**config.mk**
```make
export PLATFORM = sky130hd
export DESIGN_NAME = gscc_div
export DESIGN_NICKNAME = d
export VERILOG_FILES = /design/src/rtl/grid_segment_collision_check_assert.svh /design/src/rtl/gscc_pkg.sv /design/src/rtl/gscc_div.sv
export SDC_FILE = /design/constraint.sdc
export NUM_CORES = 1
export LEC_CHECK = 0
export ABC_AREA = 1
export BUFFER_PORTS_ARGS = -buffer_cell sky130_fd_sc_hd__buf_2
export CAP_MARGIN = 10
export CORE_MARGIN = 10
export CORE_UTILIZATION = 37
export DETAILED_ROUTE_END_ITERATION = 10
export SETUP_SLACK_MARGIN = 0.5
export SLEW_MARGIN = 20
export SYNTH_ARGS = -nofsm -noshare
export SYNTH_HDL_FRONTEND = slang
export SYNTH_SLANG_ARGS = --single-unit
```
**constraint.sdc**
```tcl
create_clock -name clk -period 2.9 [get_ports clk]
set_clock_uncertainty 0.1 [all_clocks]
set_input_delay 0.725 -clock clk [delete_from_list [all_inputs] [get_ports clk]]
set_output_delay 0.725 -clock clk [all_outputs]
set_load 0.02 [all_outputs]
```
**src/rtl/grid_segment_collision_check_assert.svh**
```systemverilog
// assertion macros for the grid segment collision check block
// used by the top level, no other dependencies
`ifndef GRID_SEGMENT_COLLISION_CHECK_ASSERT_SVH
`define GRID_SEGMENT_COLLISION_CHECK_ASSERT_SVH

// same-cycle implication
`define GSCC_ASSERT_IMPL(label, clk, rst_n, ante, cons, msg) \
  label: assert property (@(posedge clk) disable iff (!rst_n) (ante) |-> (cons)) \
    else $error(msg);

// next-cycle implication
`define GSCC_ASSERT_NEXT(label, clk, rst_n, ante, cons, msg) \
  label: assert property (@(posedge clk) disable iff (!rst_n) (ante) |=> (cons)) \
    else $error(msg);

`endif

```
**src/rtl/gscc_pkg.sv**
```systemverilog
// shared constants and types for the grid segment collision check block
// no dependencies
package gscc_pkg;

  localparam int GRID_WIDTH_DEF     = 256;
  localparam int GRID_HEIGHT_DEF    = 256;
  localparam int STEP_FRAC_BITS_DEF = 8;

  localparam int COORD_W = 8;
  localparam int CODE_W  = 3;
  localparam int STEP_W  = 9;
  localparam int Q_W     = 8;

  localparam int CFG_ADDR_W = 3;
  localparam int CFG_DATA_W = 32;
  localparam logic [CFG_ADDR_W-1:0] ADDR_SAMPLE_STEP = 3'd0;
  localparam logic [STEP_W-1:0]     SAMPLE_STEP_RST  = 9'd256;

  localparam logic [1:0] ACT_WRITE   = 2'd0;
  localparam logic [1:0] ACT_SEGMENT = 2'd1;
  localparam logic [1:0] ACT_POINT   = 2'd2;

  localparam logic [CODE_W-1:0] CODE_OBSTACLE = 3'd1;
  localparam logic [CODE_W-1:0] CODE_GOAL_A   = 3'd6;
  localparam logic [CODE_W-1:0] CODE_GOAL_B   = 3'd7;

  typedef struct packed {
    logic busy;
    logic done;
  } gscc_div_st_t;

endpackage

```
**src/rtl/gscc_div.sv**
```systemverilog
// restoring divider, one quotient bit per cycle
// depends on gscc_pkg; quotient must fit in Q_W bits
module gscc_div import gscc_pkg::*; #(
  parameter int NUM_W = 24,
  parameter int DEN_W = 16
) (
  input  logic             clk,
  input  logic             rst_n,
  input  logic             start,
  input  logic [NUM_W-1:0] num,
  input  logic [DEN_W-1:0] den,
  output logic [Q_W-1:0]   quot,
  output logic             rem_nz,
  output gscc_div_st_t     st
);

  localparam int CNT_W = $clog2(Q_W);

  logic [NUM_W-1:0] rem_r;
  logic [NUM_W-1:0] dsh_r;
  logic [Q_W-1:0]   quot_r;
  logic [CNT_W-1:0] cnt_r;
  logic             busy_r;
  logic             done_r;
  logic             fits;

  assign fits = rem_r >= dsh_r;

  always_ff @(posedge clk) begin
    if (!rst_n) begin
      busy_r <= 1'b0;
      done_r <= 1'b0;
      cnt_r  <= '0;
    end else begin
      done_r <= 1'b0;
      if (start) begin
        rem_r  <= num;
        dsh_r  <= NUM_W'(den) << (Q_W - 1);
        quot_r <= '0;
        cnt_r  <= '0;
        busy_r <= 1'b1;
      end else if (busy_r) begin
        if (fits) begin
          rem_r <= rem_r - dsh_r;
        end
        quot_r <= {quot_r[Q_W-2:0], fits};
        dsh_r  <= dsh_r >> 1;
        cnt_r  <= cnt_r + 1'b1;
        if (cnt_r == CNT_W'(Q_W - 1)) begin
          busy_r <= 1'b0;
          done_r <= 1'b1;
        end
      end
    end
  end

  assign quot   = quot_r;
  assign rem_nz = rem_r != '0;
  assign st     = '{busy: busy_r, done: done_r};

endmodule

```
* Word-level counts from Yosys, hierarchy flattened
Cells that the tools add are included.
** Storage, ports and cells
- Register bits after elaboration :: 60
- Input bits :: 43
- Output and inout port bits :: 11
- Word-level logic and storage cells :: 30
** Cells by class
- Add/sub/neg operators :: 2
- Order comparisons :: 1
- Equal/unequal tests :: 1
- Multiplexer cells :: 10
- Bitwise operators :: 2
- Reduce and logical (&&, ||, !) cells :: 7
** Operator list (number)
- $mux W24 :: 3
- $mux W23 :: 2
- $ge A24 B23 Y1 :: 1
- $reduce_bool A24 Y1 :: 1
- $sub A24 B23 Y24 :: 1
- $mux W8 :: 1
- $mux W1 :: 4
- $reduce_bool A2 Y1 :: 2
- $add A3 B1 Y3 const B :: 1
- $eq A3 B3 Y1 const B :: 1
- $reduce_and A3 Y1 :: 1
- $reduce_or A3 Y1 :: 1
- $not A1 Y1 :: 2
- $reduce_and A2 Y1 :: 1
- $reduce_or A2 Y1 :: 1

* Depth between registers and ports, before layout
Gate-level depths: netlist of the first run.
- Depth in word-level cells :: 4
- Depth in mapped cells :: 13
- Depth with buffers taken out :: 13

* Worst setup path after synthesis of the first run
Ideal clock, no wire load.
- Path type :: register to register
- From :: reg rem_r[0]
- To :: reg rem_r[0] (enable)
- Setup time :: 0.405 ns
- Data arrival time :: 2.582 ns
- Required time :: 2.395 ns
- Slack :: -0.187 ns
- Stages on the path, launching flop included :: 13
- Buffers on the path :: 0
- Period minus slack after synthesis :: 3.087 ns
- Cells stage by stage :: edfxtp_1 > inv_1 > ha_1 > fa_1 > inv_1 > nand3_1 > nand3_1 > nand2_1 > nand2_2 > nand2_1 > nand4_1 > nor2_1 > nor2_1
** Between the ends
- Word-level cells in the longest chain between the ends :: 3
** RTL lines
- from (decl) :: line gscc_div.sv:19 : logic [NUM_W-1:0] rem_r;
- from (signal assigned) :: line gscc_div.sv:37 : rem_r <= num;
- from (signal assigned) :: line gscc_div.sv:44 : rem_r <= rem_r - dsh_r;
- $ge A24 B23 Y1 :: line gscc_div.sv:27 : assign fits = rem_r >= dsh_r;
- $reduce_bool A2 Y1 (no line)
- $reduce_and A3 Y1 (no line)
No other way between the ends.
A chain may end at the register's enable or synchronous reset.

* Final worst setup path of the first run
- From :: reg rem_r[11]
- To :: out rem_nz
** Between the ends
- Word-level cells in the longest chain between the ends :: 1
** RTL lines
- $reduce_bool A24 Y1 :: line gscc_div.sv:58 : assign rem_nz = rem_r != '0;
- to (decl) :: line gscc_div.sv:13 : output logic rem_nz,
No other way between the ends.

==> key figures, run 1 <==
Logic synthesis
  – Top-area cell type share of the netlist area: 37.74%
  – Syn avg cell area: slightly above 7 um^2
  – Area leader, netlist: edfxtp_1
  – Top post-synthesis cells by area: edfxtp_1 38%, nand2_1 20%, inv_1 10%, ha_1 7.1%, nand3_1 4.2%
  – Mapped Cells: ~620
  – YS warnings: 0
  – Yosys cell types: 26
  – Sequential-to-total area share from yosys stat: between 40% and 50%
  – Mapped Area: between 4000 and 5000 um^2
  – Syn nets: between 600 and 700
  – #FFs+latches synth: 60

STA
  – Setup TNS: 0 ps
  – Hold violation count in the final report: 0
  – Worst Slack Setup Final: ~390 ps
  – Period utilization: approximately 87%
  – Peak Freq: 0.3978 GHz
  – Worst-Margin Slew: around 550 ps
  – RSZ-0062 raised after global routing: yes
  – Fin crit period: roughly 2500 ps
  – Fin. max-slew vios: 0
  – Slew headroom: 63.19%
  – Setup Viol. Count Final: 0

Finish
  – Area delta synth->final: 19.53%
  – # diodes: 0
  – Commonest non-fill, non-tap cell in the layout: nand2_1
  – Share of cells above drive strength 1: 16.52%
  – Layout Utilization: 45.43%
  – Post-Layout Inst Area: ~5200 um^2
  – Most frequent cells in the layout: 231 x nand2_1, 121 x inv_1, 55 x edfxtp_1, 52 x buf_2, 40 x nor2_1
  – Final #Nets: between 700 and 800

GRT
  – Global-route usage over all layers: 14.27%
  – Initial antenna violation count: 0
  – Gr ovfl total: 0
  – First-pass GRT wire length: between 15000 and 20000 um
  – Vias in the first global route: about 3900
  – Largest net degree at the start of global routing: 33

Floorplanning
  – Core area: 11520 um^2
  – Starting density of the core: 38.01%
  – Num rows: 39
  – Full die area: around 17000 um^2
  – Die Y: around 130 um
  – Number of I/O pins: 54
  – Die width: between 100 and 150 um

Detailed routing
  – DRT iter0 DRCs: 264
  – Via/cell ratio: ~4.8
  – Remaining DRCs: 0
  – WL/cell: 13.91 um
  – 1st-pass router iterations: 5
  – DRT antenna net count: 0
  – DR vias: between 3000 and 4000
  – Routed WL: approximately 12000 um

Critical path
  – Worst path cell trace: nor4_4 -> nand4_1 -> nand3b_1 -> buf_6
  – Worst path max stage delay: approximately 430 ps
  – WP buf/inv: 1
  – Kind of critical path: reg2out
  – Crit path max-delay cell type: edfxtp_1
  – Worst EP required: 2080 ps
  – Peak fanout along the critical path: 2
  – Critical path capture point type: output port
  – Startpoint types: flop
  – Crit-path leading delay family: simple AND/OR/NAND/NOR gates
  – Data arrival, critical path: around 1700 ps

Clock network
  – CTS sink cnt: 60
  – H-tree Lvls: 3
  – TritonCTS clock tree: yes
  – Total CTS buffers: 9
  – Maximum clock path buffer count: 2
  – Clock latency at the later pin of the worst-skew pair: around 330 ps
  – Root Driver: clkbuf_16
  – Worst-path clk slew: about 50 ps

Power
  – Static Leakage: roughly 2.7 nW
  – Power Dens Cells: between 500 and 600 nW/um^2
  – Peak supply drop: a little under 0.3 mV
  – Total power: 0.002770 W

Placed design
  – Worst slack at placement: ~490 ps
  – RePlAce Congestion: between 0.8 and 0.9
  – Placed Instance Area: between 4000 and 5000 um^2
  – Post-DP HPWL: 9154 um
  – Port Buf Inserts: 53

Status
  – Status: finished clean

Job
  – Max-Cap Viols: 0

Min path
  – Hold Path Class: reg2reg
## final timing paths
path / from / end / slack, ps / depth (start not counted)
hold reg to reg: cnt_r[2] / cnt_r[2] / 370 / 2
setup reg to reg: rem_r[0] / rem_r[19] / 490 / 13
setup / recovery: rem_r[11] / rem_nz / 390 / 4
hold / removal: cnt_r[2] / cnt_r[2] / 370 / 2
## kinds of logic (layout without fill, tap and decap cells)
| family | count (synthesis) | count (layout) | synth area share [%] |
|---|---|---|---|
| AOI/OAI and AO/OA | 38 | 38 | 4.345 |
| xor gates and xnor gates | 2 | 2 | 0.4003 |
| adders and majority gates | 26 | 26 | 7.604 |
| DFF | 60 | 60 | 40.02 |
| buffers and inverters | 136 | 204 | 12.04 |
| and+or+nand+nor | 360 | 360 | 35.59 |
## through the flow
stage                     instances  hold WS, ps
after floorplan                 622        342.1
after global placement          812        350.7
after detailed placement        812        361.0
after CTS                       829        369.0
after global routing            833        405.2
final                           833        366.1
## registers in the layout (all words and copies together), names as in the netlist
name and flops:
quot 8, done_r 1, busy_r 1, dsh_r 23, cnt_r 3, rem_r 24
## power breakdown
part | internal, W | leakage (nW) | switching, W
Sequential | 0.00103 | 0.570 | 0.0000358
Combinational | 0.000266 | 1.96 | 0.000471
Clock | 0.000597 | 0.133 | 0.000370
Total | 0.00189 | 2.66 | 0.000877
## area by class of cell
| class | instances | area [um^2] |
|---|---|---|
| clock inverters | 3 | 15.01 |
| clock buffers | 13 | 250.2 |
| repair buffers | 65 | 399.1 |
| well taps | 143 | 178.9 |
| fillers | 1191 | 6285 |
| flip-flops and latches | 60 | 1752 |
| multi-input cells | 426 | 2175 |
| inverters | 123 | 461.7 |
## worst reg2reg max path, stage by stage (launching register included)
cell      delay [ps]
edfxtp_1         360
inv_1             60
ha_2             190
fa_2             340
inv_2             80
nand3_1           90
nand3_2          100
nand2_1           70
nand2_2           90
nand2_1           60
nand4_1          100
nor2_1            80
nor2_4           210
buf_8            190
## cell usage after synthesis
library cell    n
nand3b_1        8
clkbuf_1        5
nor2_4          3
xnor2_1         2
edfxtp_1       55
dfxtp_1         5
nor4_1          6
nand4_1         7
buf_4           3
or2_2           2
or2_1           3
o21ai_0        23
nor2_2          7
nand2_2         9
nand3_1        37
buf_1           1
nor3_1          3
buf_2           4
a21oi_1        15
inv_1         122
ha_1           25
nand2_1       231
nand3_2         3
inv_2           1
nor2_1         41
fa_1            1
## per-layer routing
metal	vias up	wire [um]	track usage [%]	part of all wire, %
met5	-	0	0	0
met4	0	145	4.013	1.3
met3	11	543	3.860	4.7
met2	84	5495	24.12	47
li1	2072	-	-	-
met1	1817	5404	17.49	47
## repair_timing
item                                   CTS  global route
endpoints found under the hold margin    0             0
setup buffers                            1             3
gates cloned                             0             1
pin swaps                                3             2
resized for setup                       12             6
setup endpoints to repair               25            25
hold buffers                             0             0
Note: power is estimated with default switching activity, not from simulation.
==> run 2: changes to the inputs <==
PLACE_DENSITY = 0.58   (was not set)
==> run 2 against run 1 <==
- die area is the same
- count of clock-buffer cells in the layout shrank 3
- cell count shrank 0.48%
- critical path type unchanged
- wire length down 2.7%
- global-route usage down 0.20 points
- sequential power barely moved
- critical endpoint unchanged
- sequential share of layout area increased by 0.096 points
- total power rose by 4.5%
- first-iteration DRC count fell by 12%
- clock power grew 16%
- cell area is 0.29% lower
- non-clock buffer count shrank 4
==> key figures, run 2 (same netlist as run 1, synthesis figures left out) <==
Status
  – Status: finished clean

GRT
  – Vias in the first global route: 3882 (-1.5%)
  – Gr ovfl total: 0 (unchanged)
  – Global-route usage over all layers: 14.07% (-0.20 points)
  – First-pass GRT wire length: 18670 um (-0.84%)
  – Initial antenna violation count: 0 (unchanged)
  – Largest net degree at the start of global routing: 33 (unchanged)

Clock network
  – Root Driver: clkbuf_16
  – Clock latency at the later pin of the worst-skew pair: 340 ps (about the same)
  – Maximum clock path buffer count: 2 (unchanged)
  – H-tree Lvls: 3 (unchanged)
  – TritonCTS clock tree: yes
  – Total CTS buffers: 9 (unchanged)
  – CTS sink cnt: 60 (unchanged)
  – Worst-path clk slew: 50 ps (about the same)

Critical path
  – Crit path max-delay cell type: edfxtp_1
  – Critical path capture point type: output port
  – Crit. Startpoint: rem_r[11]
  – Data arrival, critical path: 1660 ps (-30 ps)
  – Startpoint types: flop
  – WP buf/inv: 1 (unchanged)
  – Worst path max stage delay: 430 ps (about the same)
  – Crit-path leading delay family: simple AND/OR/NAND/NOR gates
  – Peak fanout along the critical path: 2 (unchanged)
  – Worst path cell trace: nor4_4 -> nand4_1 -> nand3b_1 -> buf_6
  – Worst EP required: 2080 ps (about the same)
  – Worst r2r src: rem_r[0]
  – Kind of critical path: reg2out

STA
  – Fin. max-slew vios: 0 (unchanged)
  – Setup TNS: 0 ps (unchanged)
  – Worst-Margin Slew: 528.4 ps (-17.92 ps)
  – Hold Slack: 372.8 ps (+6.619 ps)
  – Setup Viol. Count Final: 0 (unchanged)
  – Period utilization: 85.72% (-0.97 points)
  – Fin crit period: 2486 ps (-28.25 ps)
  – Slew headroom: 64.40% (+1.2 points)
  – Peak Freq: 0.4023 GHz (+1.1%)
  – RSZ-0062 raised after global routing: yes
  – Hold violation count in the final report: 0 (unchanged)

Min path
  – Hold Path Class: reg2reg
  – Worst hold path startpoint: cnt_r[2]

Power
  – Static Leakage: 2.643 nW (-0.59%)
  – Power Dens Cells: 555.2 nW/um^2 (+4.8%)
  – Peak supply drop: 0.2430 mV (-16%)

Detailed routing
  – Remaining DRCs: 0 (unchanged)
  – WL/cell: 13.60 um (-2.2%)
  – DRT iter0 DRCs: 233 (-12%)
  – 1st-pass router iterations: 4 (-1)
  – Via/cell ratio: 4.679 (-2.2%)
  – DR vias: 3879 (-2.6%)
  – DRT antenna net count: 0 (unchanged)
  – Routed WL: 11280 um (-2.7%)

Job
  – Max-Cap Viols: 0 (unchanged)

Finish
  – Top reg by flops: rem_r
  – Commonest non-fill, non-tap cell in the layout: nand2_1
  – Max reg flops: 24 (unchanged)
  – # diodes: 0 (unchanged)
  – Final #Nets: 750 (-0.53%)
  – Share of cells above drive strength 1: 15.60% (-0.92 points)
  – Most frequent cells in the layout: 231 x nand2_1, 121 x inv_1, 55 x edfxtp_1, 52 x buf_2, 40 x nor2_1
  – Area delta synth->final: 19.18%
  – # fillers: 1230 (+3.3%)

Placed design
  – Port Buf Inserts: 53 (unchanged)
  – Post-DP HPWL: 9138 um (-0.18%)
  – RePlAce Congestion: 0.8737 (unchanged)

Floorplanning
  – Num rows: 39 (unchanged)
  – Number of I/O pins: 54 (unchanged)
  – Full die area: 16580 um^2 (unchanged)
  – Die width: 128.8 um (unchanged)
  – Starting density of the core: 38.01% (unchanged)
  – Die Y: 128.8 um (unchanged)
  – Core area: 11520 um^2 (unchanged)
-- run 2: changes by cell type in the layout (fill, tap and decap cells not counted), sizes merged --
cell,change
buf,-3
clkbuf,-4
bufinv,+2
clkinvlp,+1
-- run 2: what timing repair did --
| action | CTS | global route |
|---|---|---|
| hold buffers | 0 | 0 |
| setup endpoints to repair | 13 | 25 |
| gates resized for setup | 10 | 3 |
| pin swaps | 2 | 1 |
| setup buffers | 1 | 0 |
-- run 2: final cells by class --
| type | count | area, um^2 | share of cell area, % |
|---|---|---|---|
| multi-input cells | 426 | 2173 | 41.66 |
| repair buffers | 61 | 342.8 | 6.572 |
| clock buffers | 10 | 229.0 | 4.390 |
| inverters | 123 | 461.7 | 8.851 |
| clock inverters | 6 | 78.83 | 1.511 |
| flip-flops and latches | 60 | 1752 | 33.58 |
| well taps | 143 | 178.9 | 3.430 |
-- run 2: where the power goes --
| part | leakage [nW] | switching [W] | internal (W) |
|---|---|---|---|
| logic | 1.93 | 0.000461 | 0.000252 |
| registers | 0.570 | 0.0000369 | 0.00103 |
| clock network | 0.145 | 0.000373 | 0.000742 |
| total | 2.64 | 0.000871 | 0.00202 |
-- run 2: path summary, 6_finish.rpt --
path               endpoint  slack (ps)  cells past startpoint
setup / recovery     rem_nz         410                      4
hold / removal     cnt_r[2]         370                      2
setup reg to reg  rem_r[10]         520                     13
hold reg to reg    cnt_r[2]         370                      2
-- run 2: routing by layer --
metal / track usage (%) / up-vias / part of all wire, % / wire length (um)
met5: 0 / - / 0 / 0
met4: 5.485 / 0 / 0.74 / 84
met3: 2.998 / 10 / 4.1 / 460
met2: 23.42 / 55 / 47 / 5320
met1: 17.45 / 1754 / 48 / 5413
li1: - / 2060 / - / -
-- run 2: stage by stage --
| step | cell area [um^2] | setup slack, ps | utilization, % | std cells | total power (W) |
|---|---|---|---|---|---|
| floorplan | 4392 | 522.6 | - | 622 | 0.001587 |
| global placement | 4823 | 516.6 | 41.88 | 812 | 0.001767 |
| detailed placement | 4823 | 508.3 | 41.88 | 812 | 0.001777 |
| CTS | 5199 | 374.2 | 45.14 | 829 | 0.002924 |
| global route | 5216 | 366.5 | 45.30 | 829 | 0.003065 |
| finish | 5216 | 414.2 | 45.30 | 829 | 0.002896 |
-- run 2: worst min-delay path, cell delays in order, from the launching register on --
cell     delay, ps
dfxtp_1        310
nand2_1         60
a21oi_1         50
